$ cat config.mk
export PLATFORM = sky130hd
export DESIGN_NAME = rtcp_sdes_item_extractor_flat
export DESIGN_NICKNAME = d
export VERILOG_FILES = /design/src/rsie_pkg.sv /design/src/rsie_if.sv /design/src/rsie_parser.sv /design/src/rsie_out_fifo.sv /design/src/rtcp_sdes_item_extractor.sv /design/src/flat_wrapper.sv
export SDC_FILE = /design/constraint.sdc
export NUM_CORES = 1
export LEC_CHECK = 0
export BUFFER_PORTS_ARGS = -buffer_cell sky130_fd_sc_hd__buf_4
export CORE_MARGIN = 3
export CORE_UTILIZATION = 26
export DETAILED_ROUTE_END_ITERATION = 6
export PLACE_DENSITY_LB_ADDON = 0.15
export SLEW_MARGIN = 20
export SYNTH_ARGS = -nofsm -noshare
export SYNTH_HDL_FRONTEND = slang
export SYNTH_HIERARCHICAL = 1
export SYNTH_SLANG_ARGS = --single-unit
export TNS_END_PERCENT = 1
$ cat constraint.sdc
create_clock -name clk -period 14.85 [get_ports clk]
set_input_delay 3.7125 -clock clk [delete_from_list [all_inputs] [get_ports clk]]
set_output_delay 3.7125 -clock clk [all_outputs]
set_load 0.03 [all_outputs]
$ cat src/rsie_pkg.sv
// Types and constants of the RTCP SDES item extractor.
// Used by the parser, the result queue and the top level; depends on nothing.
package rsie_pkg;

  localparam logic [7:0] SDES_TYPE   = 8'd202;
  localparam logic [7:0] ITEM_END    = 8'd0;
  localparam logic [1:0] VER_ONE     = 2'd1;
  localparam logic [1:0] VER_TWO     = 2'd2;
  localparam int         FIFO_DEPTH  = 4;
  localparam int         PTR_W       = 2;
  localparam int         CNT_W       = 3;
  localparam logic [CNT_W-1:0] ROOM_MAX = CNT_W'(FIFO_DEPTH - 2);

  typedef enum logic [3:0] {
    PH_HDR0    = 4'd0,
    PH_HDR1    = 4'd1,
    PH_HDR2    = 4'd2,
    PH_HDR3    = 4'd3,
    PH_SKIPSUB = 4'd4,
    PH_SSRC    = 4'd5,
    PH_ITYPE   = 4'd6,
    PH_ILEN    = 4'd7,
    PH_ISKIP   = 4'd8,
    PH_BODY    = 4'd9,
    PH_IDLE    = 4'd10
  } phase_t;

  typedef struct packed {
    logic [7:0] text_byte;
    logic       text_last;
    logic       is_summary;
    logic       found;
  } result_t;

  typedef struct packed {
    logic    text_vld;
    logic    sum_vld;
    result_t text;
    result_t sum;
  } push_t;

endpackage

$ cat src/rsie_if.sv
// Handshake channels of the RTCP SDES item extractor: input, result and configuration.
// Depends on nothing.
interface rsie_in_if;
  logic        valid;
  logic        ready;
  logic [7:0]  pkt_byte;
  logic [12:0] pkt_len;
  logic        byte_last;
  modport source (output valid, pkt_byte, pkt_len, byte_last, input ready);
  modport sink (input valid, pkt_byte, pkt_len, byte_last, output ready);
endinterface

interface rsie_out_if;
  logic       valid;
  logic       ready;
  logic [7:0] text_byte;
  logic       text_last;
  logic       is_summary;
  logic       found;
  modport source (output valid, text_byte, text_last, is_summary, found, input ready);
  modport sink (input valid, text_byte, text_last, is_summary, found, output ready);
endinterface

interface rsie_cfg_if;
  logic       valid;
  logic       ready;
  logic [7:0] wanted_item_type;
  modport source (output valid, wanted_item_type, input ready);
  modport sink (input valid, wanted_item_type, output ready);
endinterface

$ cat src/rsie_parser.sv
// Input register and per-byte subpacket/item walker of the SDES item extractor.
// Depends on rsie_pkg and the input channel interface.
module rsie_parser #(
  parameter int MAX_PACKET_BYTES = 4096
) (
  input  logic                clk,
  input  logic                rst_n,
  rsie_in_if.sink             in_ch,
  input  logic [7:0]          wanted_type,
  input  logic                room,
  output rsie_pkg::push_t     push
);

  localparam int OFF_W = $clog2(MAX_PACKET_BYTES + 1);
  localparam int SE_W  = $clog2(MAX_PACKET_BYTES + 262145);
  localparam int IE_W  = $clog2(MAX_PACKET_BYTES + 257);
  localparam int CW    = SE_W + 1;
  localparam logic [CW-1:0]    MAX_W   = CW'(MAX_PACKET_BYTES);
  localparam logic [OFF_W-1:0] MAX_OFF = OFF_W'(MAX_PACKET_BYTES);

  logic              in_v_r;
  logic [7:0]        byte_r;
  logic [12:0]       len_r;
  logic              last_r;
  logic              fire;

  logic [OFF_W-1:0]  off_r, off_nxt;
  logic [SE_W-1:0]   se_r, se_nxt;
  logic [IE_W-1:0]   ie_r, ie_nxt;
  rsie_pkg::phase_t  ph_r, ph_nxt;
  logic [7:0]        hfb_r, hfb_nxt;
  logic [7:0]        typ_r, typ_nxt;
  logic              found_r, found_nxt;
  logic              stop_r, stop_nxt;

  logic [CW-1:0]     off_w, eff, b_w, se_w, ie_w, start_w, end_w, ie_calc;
  logic [15:0]       words;
  logic              tl;

  assign fire     = in_v_r && room;
  assign in_ch.ready = !in_v_r || fire;

  always_ff @(posedge clk) begin
    if (!rst_n) begin
      in_v_r <= 1'b0;
    end else if (in_ch.ready) begin
      in_v_r <= in_ch.valid;
    end
  end

  always_ff @(posedge clk) begin
    if (in_ch.ready && in_ch.valid) begin
      byte_r <= in_ch.pkt_byte;
      len_r  <= in_ch.pkt_len;
      last_r <= in_ch.byte_last;
    end
  end

  always_ff @(posedge clk) begin
    if (!rst_n) begin
      off_r   <= '0;
      se_r    <= '0;
      ie_r    <= '0;
      ph_r    <= rsie_pkg::PH_HDR0;
      hfb_r   <= '0;
      typ_r   <= '0;
      found_r <= 1'b0;
      stop_r  <= 1'b0;
    end else begin
      off_r   <= off_nxt;
      se_r    <= se_nxt;
      ie_r    <= ie_nxt;
      ph_r    <= ph_nxt;
      hfb_r   <= hfb_nxt;
      typ_r   <= typ_nxt;
      found_r <= found_nxt;
      stop_r  <= stop_nxt;
    end
  end

  always_comb begin
    off_w   = CW'(off_r);
    eff     = (CW'(len_r) > MAX_W) ? MAX_W : CW'(len_r);
    b_w     = CW'(byte_r);
    se_w    = CW'(se_r);
    ie_w    = CW'(ie_r);
    words   = {se_r[7:0], byte_r};
    start_w = off_w - CW'(3);
    end_w   = start_w + ((CW'(words) + CW'(1)) << 2);
    ie_calc = off_w + CW'(1) + b_w;
    tl      = (off_w + CW'(1)) >= ie_w;

    off_nxt   = off_r;
    se_nxt    = se_r;
    ie_nxt    = ie_r;
    ph_nxt    = ph_r;
    hfb_nxt   = hfb_r;
    typ_nxt   = typ_r;
    found_nxt = found_r;
    stop_nxt  = stop_r;

    push           = '0;
    push.sum.is_summary = 1'b1;

    if (fire && (off_w < eff) && !stop_r) begin
      case (ph_r)
        rsie_pkg::PH_HDR0: begin
          if (((off_w + CW'(4)) > eff) ||
              !(byte_r[7:6] inside {rsie_pkg::VER_ONE, rsie_pkg::VER_TWO})) begin
            stop_nxt = 1'b1;
            ph_nxt   = rsie_pkg::PH_IDLE;
          end else begin
            hfb_nxt = byte_r;
            ph_nxt  = rsie_pkg::PH_HDR1;
          end
        end
        rsie_pkg::PH_HDR1: begin
          typ_nxt = byte_r;
          ph_nxt  = rsie_pkg::PH_HDR2;
        end
        rsie_pkg::PH_HDR2: begin
          se_nxt = SE_W'(byte_r);
          ph_nxt = rsie_pkg::PH_HDR3;
        end
        rsie_pkg::PH_HDR3: begin
          se_nxt = SE_W'(end_w);
          if (end_w > eff) begin
            stop_nxt = 1'b1;
            ph_nxt   = rsie_pkg::PH_IDLE;
          end else if ((typ_r == rsie_pkg::SDES_TYPE) && (hfb_r[4:0] != 5'd0)) begin
            if ((start_w + CW'(10)) > end_w) begin
              stop_nxt = 1'b1;
              ph_nxt   = rsie_pkg::PH_IDLE;
            end else begin
              ie_nxt = IE_W'(start_w + CW'(8));
              ph_nxt = rsie_pkg::PH_SSRC;
            end
          end else if ((off_w + CW'(1)) == end_w) begin
            ph_nxt = rsie_pkg::PH_HDR0;
          end else begin
            ph_nxt = rsie_pkg::PH_SKIPSUB;
          end
        end
        rsie_pkg::PH_SKIPSUB: begin
          if ((off_w + CW'(1)) >= se_w) begin
            ph_nxt = rsie_pkg::PH_HDR0;
          end
        end
        rsie_pkg::PH_SSRC: begin
          if (tl) begin
            ph_nxt = rsie_pkg::PH_ITYPE;
          end
        end
        rsie_pkg::PH_ITYPE: begin
          if (byte_r == rsie_pkg::ITEM_END) begin
            stop_nxt = 1'b1;
            ph_nxt   = rsie_pkg::PH_IDLE;
          end else begin
            typ_nxt = byte_r;
            ph_nxt  = rsie_pkg::PH_ILEN;
          end
        end
        rsie_pkg::PH_ILEN: begin
          ie_nxt = IE_W'(ie_calc);
          if (ie_calc > se_w) begin
            stop_nxt = 1'b1;
            ph_nxt   = rsie_pkg::PH_IDLE;
          end else if (typ_r == wanted_type) begin
            found_nxt = 1'b1;
            if (byte_r == 8'd0) begin
              stop_nxt = 1'b1;
              ph_nxt   = rsie_pkg::PH_IDLE;
            end else begin
              ph_nxt = rsie_pkg::PH_BODY;
            end
          end else if (byte_r == 8'd0) begin
            if ((ie_calc + CW'(2)) <= se_w) begin
              ph_nxt = rsie_pkg::PH_ITYPE;
            end else begin
              stop_nxt = 1'b1;
              ph_nxt   = rsie_pkg::PH_IDLE;
            end
          end else begin
            ph_nxt = rsie_pkg::PH_ISKIP;
          end
        end
        rsie_pkg::PH_ISKIP: begin
          if (tl) begin
            if ((ie_w + CW'(2)) <= se_w) begin
              ph_nxt = rsie_pkg::PH_ITYPE;
            end else begin
              stop_nxt = 1'b1;
              ph_nxt   = rsie_pkg::PH_IDLE;
            end
          end
        end
        rsie_pkg::PH_BODY: begin
          push.text_vld       = 1'b1;
          push.text.text_byte = byte_r;
          push.text.text_last = tl;
          if (tl) begin
            stop_nxt = 1'b1;
            ph_nxt   = rsie_pkg::PH_IDLE;
          end
        end
        default: begin
          stop_nxt = 1'b1;
          ph_nxt   = rsie_pkg::PH_IDLE;
        end
      endcase
    end

    if (fire && (off_r != MAX_OFF)) begin
      off_nxt = off_r + OFF_W'(1);
    end

    if (fire && last_r) begin
      push.sum_vld   = 1'b1;
      push.sum.found = found_nxt;
      off_nxt   = '0;
      se_nxt    = '0;
      ie_nxt    = '0;
      ph_nxt    = rsie_pkg::PH_HDR0;
      hfb_nxt   = '0;
      typ_nxt   = '0;
      found_nxt = 1'b0;
      stop_nxt  = 1'b0;
    end
  end

endmodule

$ cat src/rsie_out_fifo.sv
// Four-word result queue of the SDES item extractor; takes up to two words per cycle.
// Depends on rsie_pkg and the result channel interface.
module rsie_out_fifo (
  input  logic            clk,
  input  logic            rst_n,
  input  rsie_pkg::push_t push,
  output logic            room,
  rsie_out_if.source      out_ch
);

  rsie_pkg::result_t                  mem [rsie_pkg::FIFO_DEPTH];
  logic [rsie_pkg::PTR_W-1:0]         wp_r, wp_nxt, rp_r, rp_nxt, wp_sum;
  logic [rsie_pkg::CNT_W-1:0]         cnt_r, cnt_nxt;
  logic                               pop;
  rsie_pkg::result_t                  head;

  assign room   = cnt_r <= rsie_pkg::ROOM_MAX;
  assign pop    = out_ch.valid && out_ch.ready;
  assign wp_sum = wp_r + rsie_pkg::PTR_W'(push.text_vld);

  always_comb begin
    head              = mem[rp_r];
    out_ch.valid      = cnt_r != '0;
    out_ch.text_byte  = head.text_byte;
    out_ch.text_last  = head.text_last;
    out_ch.is_summary = head.is_summary;
    out_ch.found      = head.found;
    wp_nxt  = wp_sum + rsie_pkg::PTR_W'(push.sum_vld);
    rp_nxt  = rp_r + rsie_pkg::PTR_W'(pop);
    cnt_nxt = cnt_r + rsie_pkg::CNT_W'(push.text_vld) + rsie_pkg::CNT_W'(push.sum_vld)
              - rsie_pkg::CNT_W'(pop);
  end

  always_ff @(posedge clk) begin
    if (!rst_n) begin
      wp_r  <= '0;
      rp_r  <= '0;
      cnt_r <= '0;
    end else begin
      wp_r  <= wp_nxt;
      rp_r  <= rp_nxt;
      cnt_r <= cnt_nxt;
    end
  end

  always_ff @(posedge clk) begin
    if (push.text_vld) begin
      mem[wp_r] <= push.text;
    end
    if (push.sum_vld) begin
      mem[wp_sum] <= push.sum;
    end
  end

endmodule

$ cat src/rtcp_sdes_item_extractor.sv
// Top level of the RTCP SDES item extractor: holds the wanted-type register and
// connects the byte parser to the result queue. Depends on rsie_pkg and rsie_if.
//
// Usage: datagram bytes enter on in_ch, one word per byte, with the datagram
// length on every word and byte_last on the final one. Words leave on out_ch:
// the text bytes of the first SDES item of the first chunk with the wanted type,
// the last one marked by text_last, and then one summary word (is_summary set)
// carrying the found flag at the end of each datagram. cfg_ch writes the wanted
// item type; it is always ready and is meant to be written between datagrams.
// Throughput is one byte per cycle while the result queue has room, limited by
// the single parse step per byte. A result passes through the input register
// and then the four-word result queue before it appears on out_ch. A final byte
// that also ends the text yields two words, which the queue absorbs. When the
// receiver stalls, the queue fills and in_ch.ready drops once fewer than two
// free entries remain. Synchronous reset empties the queue and input register,
// returns the parser to expect a subpacket header and sets the type to 2.
module rtcp_sdes_item_extractor #(
  parameter int MAX_PACKET_BYTES = 4096
) (
  input  logic        clk,
  input  logic        rst_n,
  rsie_in_if.sink     in_ch,
  rsie_out_if.source  out_ch,
  rsie_cfg_if.sink    cfg_ch
);

  logic [7:0]      wanted_r;
  logic            room;
  rsie_pkg::push_t push;

  assign cfg_ch.ready = 1'b1;

  always_ff @(posedge clk) begin
    if (!rst_n) begin
      wanted_r <= 8'd2;
    end else if (cfg_ch.valid) begin
      wanted_r <= cfg_ch.wanted_item_type;
    end
  end

  rsie_parser #(
    .MAX_PACKET_BYTES(MAX_PACKET_BYTES)
  ) u_parser (
    .clk         (clk),
    .rst_n       (rst_n),
    .in_ch       (in_ch),
    .wanted_type (wanted_r),
    .room        (room),
    .push        (push)
  );

  rsie_out_fifo u_out_fifo (
    .clk    (clk),
    .rst_n  (rst_n),
    .push   (push),
    .room   (room),
    .out_ch (out_ch)
  );

endmodule

$ cat src/flat_wrapper.sv
// flat-port wrapper written by rule: the top's interface ports become plain ports
module rtcp_sdes_item_extractor_flat 
#(
  parameter int MAX_PACKET_BYTES = 4096
)
  (clk, rst_n, in_ch_valid, in_ch_pkt_byte, in_ch_pkt_len, in_ch_byte_last, in_ch_ready, out_ch_valid, out_ch_text_byte, out_ch_text_last, out_ch_is_summary, out_ch_found, out_ch_ready, cfg_ch_valid, cfg_ch_wanted_item_type, cfg_ch_ready);
  rsie_in_if in_ch_i ();
  rsie_out_if out_ch_i ();
  rsie_cfg_if cfg_ch_i ();
  input  logic clk;
  input  logic rst_n;
  input wire logic [$bits(in_ch_i.valid)-1:0] in_ch_valid;
  input wire logic [$bits(in_ch_i.pkt_byte)-1:0] in_ch_pkt_byte;
  input wire logic [$bits(in_ch_i.pkt_len)-1:0] in_ch_pkt_len;
  input wire logic [$bits(in_ch_i.byte_last)-1:0] in_ch_byte_last;
  output wire logic [$bits(in_ch_i.ready)-1:0] in_ch_ready;
  output wire logic [$bits(out_ch_i.valid)-1:0] out_ch_valid;
  output wire logic [$bits(out_ch_i.text_byte)-1:0] out_ch_text_byte;
  output wire logic [$bits(out_ch_i.text_last)-1:0] out_ch_text_last;
  output wire logic [$bits(out_ch_i.is_summary)-1:0] out_ch_is_summary;
  output wire logic [$bits(out_ch_i.found)-1:0] out_ch_found;
  input wire logic [$bits(out_ch_i.ready)-1:0] out_ch_ready;
  input wire logic [$bits(cfg_ch_i.valid)-1:0] cfg_ch_valid;
  input wire logic [$bits(cfg_ch_i.wanted_item_type)-1:0] cfg_ch_wanted_item_type;
  output wire logic [$bits(cfg_ch_i.ready)-1:0] cfg_ch_ready;
  assign in_ch_i.valid = in_ch_valid;
  assign in_ch_i.pkt_byte = in_ch_pkt_byte;
  assign in_ch_i.pkt_len = in_ch_pkt_len;
  assign in_ch_i.byte_last = in_ch_byte_last;
  assign in_ch_ready = in_ch_i.ready;
  assign out_ch_valid = out_ch_i.valid;
  assign out_ch_text_byte = out_ch_i.text_byte;
  assign out_ch_text_last = out_ch_i.text_last;
  assign out_ch_is_summary = out_ch_i.is_summary;
  assign out_ch_found = out_ch_i.found;
  assign out_ch_i.ready = out_ch_ready;
  assign cfg_ch_i.valid = cfg_ch_valid;
  assign cfg_ch_i.wanted_item_type = cfg_ch_wanted_item_type;
  assign cfg_ch_ready = cfg_ch_i.ready;
  rtcp_sdes_item_extractor #(.MAX_PACKET_BYTES(MAX_PACKET_BYTES)) u_core (.clk(clk), .rst_n(rst_n), .in_ch(in_ch_i), .out_ch(out_ch_i), .cfg_ch(cfg_ch_i));
endmodule
* Word-level counts from Yosys, hierarchy flattened *
Memory sizes are Yosys's and may differ from the RTL's. A register that Yosys moved wholly into a read port is not among the register bits.
Cells that the tools add are included.
Widths: inputs -> output; s select.

operators by class
  shift operators = 0
  equal/unequal tests = 29
  bitwise gates (word level) = 3
  order comparisons = 11
  $add $sub $neg = 17
  div/mod/pow operators = 0
  reductions and logical operators = 29
  mux-type cells = 53
  multiply operators = 0

operator list
  operator               count
  $mux 4                 14
  $mux 13                4
  $pmux 4 s10            1
  $pmux 19 s2            1
  $pmux 13 s2            1
  $mux 1                 24
  $add 20x19->20         1
  $add 20x2->20 const B  1
  $eq 20x20->1           1
  $ge 20x13->1           1
  $gt 20x13->1           1
  $gt 20x19->1           1
  $gt 20x20->1           1
  $le 20x19->1           1
  $ne 2x2->1 const B     10
  $ge 14x19->1           1
  $le 14x19->1           1
  $mux 9                 2
  $add 16x1->17 const B  1
  $eq 4x3->1 const B     4
  $pmux 8 s2             1
  $add 14x5->15 const B  1
  $add 14x8->15          1
  $add 13x1->14 const B  1
  41 further kinds       66

word-level totals
  logic and storage cells = 159
  memory bits (read-only) = 0
  register bits = 102
  bits in writable memories = 44
  output and inout port bits = 14
  bits in latches = 0
  bits of input ports = 35
  memories = 1

memories
  memory                 words  width  rd ports  clocked after memory_dff  wr ports  line                 text
  u_core.u_out_fifo.mem  4      11     1         1                         2         rsie_out_fifo.sv:11  rsie_pkg::result_t mem [rsie_pkg::FIFO_DEPTH];

* Depth between registers and ports, before layout *
  depth after elaboration = 9
  mapped depth = 27
  gate-level depth less buffers = 24

* By module *
The synthesis kept the hierarchy.

by module, submodules not included
  module                    sequential area each (µm²)  cells an instance  area an instance (µm²)  instances
  rsie_parser               1961.9                      1293               10435.0                 1
  rsie_out_fifo             1461.4                      152                2630.0                  1
  rtcp_sdes_item_extractor  160.2                       27                 310.3                   1

* Least setup slack after synthesis *
Ideal clock, no wire load.

  path kind = input to register
  start point = input port out_ch_ready
  end point = register u_core/u_out_fifo/cnt_r[2] in the netlist's numbering
  required time = 14.735 ns
  arrival time = 5.151 ns
  stages on the path = 7
  buffers on the path = 0
  slack = 9.584 ns
  setup time = 0.115 ns
  cell sequence = and2_1 > ha_1 > inv_1 > fa_1 > fa_1 > xnor2_1 > and2_1

between the ends
  longest elaborated chain between the ends = 2

ends and longest elaborated chain
  item                    line                 text
  start: declaration      flat_wrapper.sv:22   input wire logic [$bits(out_ch_i.ready)-1:0] out_ch_ready;
  $logic_and 1x1->1       rsie_out_fifo.sv:18  assign pop = out_ch.valid && out_ch.ready;
  $sub 3x1->3             rsie_out_fifo.sv:31  - rsie_pkg::CNT_W'(pop);
  end signal: assignment  rsie_out_fifo.sv:42  cnt_r <= cnt_nxt;
  end: declaration        rsie_out_fifo.sv:13  logic [rsie_pkg::CNT_W-1:0] cnt_r, cnt_nxt;

Every way passes these cells.
A chain may end at the register's enable or synchronous reset.

* Final worst setup path *
  start point = register u_core.u_parser.off_r[0]
  end point = register u_core.u_parser.ph_r[3]

between the ends
  longest elaborated chain between the ends = 9
  elaborated cells on any way between the ends = 32
  those cells by class = add/sub (7); order compare (8); eq/ne (4); mux (9); reduce/logical (4)

ends and longest elaborated chain
  item                      line                                                      text
  start: declaration        rsie_parser.sv:27                                         logic [OFF_W-1:0] off_r, off_nxt;
  start signal: assignment  rsie_parser.sv:70                                         off_r <= off_nxt;
  $add 13x1->14             rsie_parser.sv:90, rsie_parser.sv:91, rsie_parser.sv:145
  $add 14x8->15             rsie_parser.sv:90                                         ie_calc = off_w + CW'(1) + b_w;
  $add 20x2->20             rsie_parser.sv:177                                        if ((ie_calc + CW'(2)) <= se_w) begin
  $le 20x19->1              rsie_parser.sv:177
  $mux 4                    rsie_parser.sv:177
  $mux 4                    rsie_parser.sv:176                                        end else if (byte_r == 8'd0) begin
  $mux 4                    rsie_parser.sv:168                                        end else if (typ_r == wanted_type) begin
  $mux 4                    rsie_parser.sv:165                                        if (ie_calc > se_w) begin
  $pmux 4 s10               rsie_parser.sv:106                                        case (ph_r)
  end signal: assignment    rsie_parser.sv:64                                         ph_r <= rsie_pkg::PH_HDR0;
  end signal: assignment    rsie_parser.sv:73                                         ph_r <= ph_nxt;
  end: declaration          rsie_parser.sv:30                                         rsie_pkg::phase_t ph_r, ph_nxt;

Several ways; a longest one is shown, not always the timed one.

==> reports/metrics.yaml <==
run_status:
  status: "completed"
sta:
  min_period_over_period_pct: 45.04
  fin_tns_setup_ps: 0
  clock.fmax_ghz: 0.1495
  drv_slew: 0
  layout_setup_ws_ps: 8162
  fin_hold_ws_ps: 452.6
  setup_viol: 0
  rsz0062_at_grt: "false"
  fin_crit_ps: 6688
  slew_headroom_pct: 30.90
  worst_pin_slew_ps: 1029
  finalHoldViolCount: 0
  skew_ps: 15.87
placed_design:
  place_ws_ps: 8129
  gp_congestion: 0.8703
  io_buffers: 47
  dp_hpwl_mm: 34.31
grt:
  antenna_found_initial: 1
  overflow: 0
  grt_pass1_wl_mm: 66.75
  grt_pass1_vias: 10930
  grt_usage_pct: 16.50
  grt_start_max_net_pins: 52
setup_path:
  worst_r2r_path_depth: 22
  critPathLaunchType: "flip-flop"
  criticalPathCategory: "reg2reg"
  cp.required_ps: 15180
  reg2reg_to: "u_core/u_parser/ph_r[3]"
  critPathMaxFanout: 13
  r2r-start: "u_core/u_parser/off_r[0]"
  startpoint: "u_core/u_parser/off_r[0]"
  end_kind: "flip-flop"
  arrival_ps: 7020
  r2r_slack_ps: 8160
  endpoint: "u_core/u_parser/ph_r[3]"
clock_network:
  ctsLongestPathBuffers: 2
  clk_pin_slew_ps: 70
  cts_tree: "yes"
  ctsResizeCount: 0
  cts.sinks: 146
  ctsHoldBuffers: 0
  post-cts-setup-buffers: 0
  cts_made_buffers: 17
  cts-htree-levels: 4
  clk_latency_ps: 480
  clockRootBuffer: "clkbuf_16"
final_layout:
  areaGrowthSynthToFinish_pct: 11.59
  drive_gt1_share_pct: 12.80
  nFillCells: 5434
  diodes: 0
  fin_nets: 1706
pwr:
  p_leak_uw: 0.006195
  total_power_uw: 1620
  p_per_area_nw_per_um2: 108.6
  peakVddDrop_mv: 0.05239
routing:
  wire_per_inst_um: 20.20
  drt-total-wl_mm: 44.05
  vias_per_cell: 5.023
  first_pass_iters: 4
  drt-initial-drc-count: 613
  num_vias: 10950
  drc: 0
  ant_nets: 0
synth:
  synthArstFlopShare_pct: 0
  synth_area_leader_cell: "ha_1"
  synth_edf_count: 66
  netlist_instances: 1472
  avgSynthCellArea_sq_um: 9.087
  yosysWarnings: 6
  synthTopCellsByArea: "ha_1, edfxtp_1, dfxtp_1"
  ys_ff_latch: 146
  synth-main-ff-cell: "dfxtp_1"
  yosys.cell_types.count: 92
  ys_seq_area_share_pct: 26.79
  synth_top_area_share_pct: 16.09
  synth.cell_area_sq_um: 13380
floorplanning:
  io_pins: 49
  core-area_sq_um: 50480
  rows: 82
  dieArea_sq_um: 54200
  die_w_um: 232.8
  die_h_um: 232.8
  floorplan.initialDensity_pct: 26.50
hold_path:
  hold_path_class: "reg2reg"
job:
  maxCapViolations: 0
==> power by group <==
| part | switching (uW) | internal (uW) | leakage, uW |
|---|---|---|---|
| sequential | 47.5 | 446 | 0.00127 |
| combinational | 411 | 270 | 0.00464 |
| clock | 208 | 238 | 0.000290 |
| total | 666 | 954 | 0.00619 |
==> placed cells by master (no fill, tap or decap), types with 6 or more instances in the layout <==
| cell type | instances |
|---|---|
| nor2b_1 | 18 |
| and4_1 | 7 |
| nor4_1 | 10 |
| edfxtp_1 | 66 |
| o21a_1 | 11 |
| mux2i_1 | 29 |
| o211ai_1 | 17 |
| nand2b_1 | 14 |
| dfxtp_1 | 80 |
| or3_1 | 6 |
| xor2_1 | 42 |
| and3_1 | 32 |
| a21o_1 | 24 |
| nand3_1 | 61 |
| nor2_1 | 90 |
| a31oi_1 | 13 |
| buf_4 | 61 |
| o21ai_0 | 48 |
| mux2_2 | 27 |
| ha_1 | 172 |
| o21bai_1 | 6 |
| nand4_1 | 30 |
| a211o_1 | 7 |
| a211oi_1 | 16 |
| nand2_1 | 110 |
| a21oi_1 | 82 |
| inv_1 | 91 |
| conb_1 | 16 |
| clkbuf_16 | 17 |
| inv_6 | 6 |
| mux2_4 | 18 |
| xnor2_1 | 89 |
| nor3_1 | 31 |
| mux4_2 | 11 |
| and2_1 | 26 |
==> layout make-up <==
class / instances / area (sq um) / area share, %
sequential: 146 / 3583 / 24.01
multi-input combinational: 1177 / 9110 / 61.04
inverter: 92 / 345.3 / 2.314
clock inverter: 15 / 162.7 / 1.090
clock buffer: 17 / 425.4 / 2.850
timing repair buffer: 61 / 457.9 / 3.068
tap: 672 / 840.8 / 5.633
==> critical path, cell delays in order, from the launching register on <==
cell,delay (ps)
dfxtp_1,500
ha_1,410
xnor2_1,750
inv_1,240
ha_1,410
a21o_1,210
a211o_1,310
a21boi_0,220
o21bai_1,170
xnor2_2,290
and3_1,240
nand2_1,110
nor3_2,260
xor2_1,190
ha_1,260
and2_0,180
a221o_1,300
a221oi_1,380
o21ai_0,340
a21oi_1,310
a31oi_1,110
o31ai_1,240
a21oi_1,100
==> synthesized netlist by cell type (all sizes together) (4+ instances only) <==
library cell	count
ha	172
nand2	114
xnor2	93
inv	92
nor2	90
a21oi	84
dfxtp	80
edfxtp	66
nand3	61
o21ai	50
mux2	45
xor2	44
buf	42
nor3	37
and3	33
nand4	30
and2	29
mux2i	29
clkbuf	28
a21o	24
nor2b	18
o211ai	18
a211oi	17
a31oi	14
nand2b	14
nor4	12
mux4	11
o21a	11
a211o	7
and4	7
a2111oi	6
o21bai	6
or3	6
a21boi	5
nor3b	5
o22ai	5
o31ai	5
or4	5
a221oi	4
fa	4
nand3b	4
nand4b	4
or2	4
==> per-layer routing <==
metal / GRT usage [%] / vias to the layer above / wire, um
li1: - / 5361 / -
met2: 27.45 / 213 / 20690
met1: 21.29 / 5320 / 20500
met3: 2.706 / 57 / 1391
met4: 6.505 / 0 / 1457
met5: 0 / - / 0
==> worst min-delay path by stage <==
stage	startpoint	end	slack, ps	cells after the start
3_5_place_dp	u_core/u_parser/se_r[11]	u_core/u_parser/se_r[11]	440	2
6_report	u_core/u_parser/se_r[9]	u_core/u_parser/se_r[9]	450	2
4_1_cts	u_core/u_parser/se_r[12]	u_core/u_parser/se_r[12]	450	2
2_1_floorplan	u_core/u_parser/se_r[11]	u_core/u_parser/se_r[11]	430	2
5_1_grt	u_core/u_parser/se_r[11]	u_core/u_parser/se_r[11]	480	2
3_3_place_gp	u_core/u_parser/se_r[8]	u_core/u_parser/se_r[8]	440	2
==> through the flow <==
stage | area [sq um] | cells | utilization, %
after floorplan | 13420 | 1485 | -
after global placement | 14330 | 2148 | 28.39
after detailed placement | 14340 | 2148 | 28.40
after CTS | 14930 | 2180 | 29.57
after global routing | 14930 | 2180 | 29.57
final | 14930 | 2180 | 29.57
==> cell families after synthesis <==
| logic type | count (synthesis) | share of synthesized area (%) |
|---|---|---|
| AND/OR/NAND/NOR | 478 | 18.81 |
| XOR/XNOR | 137 | 9.308 |
| other | 3 | 0.08418 |
| adder cells (fa/ha/maj) | 176 | 16.69 |
| flip-flops | 146 | 26.79 |
| multiplexers | 85 | 8.316 |
| buffers and inverters | 162 | 5.613 |
| AO/OA/AOI/OAI | 285 | 14.39 |
==> sequential cells by signal, indices dropped and copies added, names as in the netlist, 3 cells and up <==
signal                   flops
u_core/u_parser/off_r       13
u_core/u_parser/se_r        19
u_core/u_parser/ie_r        13
u_core/u_parser/typ_r        8
u_core/u_out_fifo/mem       44
u_core/u_parser/hfb_r        5
u_core/u_out_fifo/cnt_r      3
u_core/u_parser/len_r       13
u_core/u_parser/byte_r       8
u_core/u_parser/ph_r         4
u_core/wanted_r              8
(Power assumes the default switching activity.)
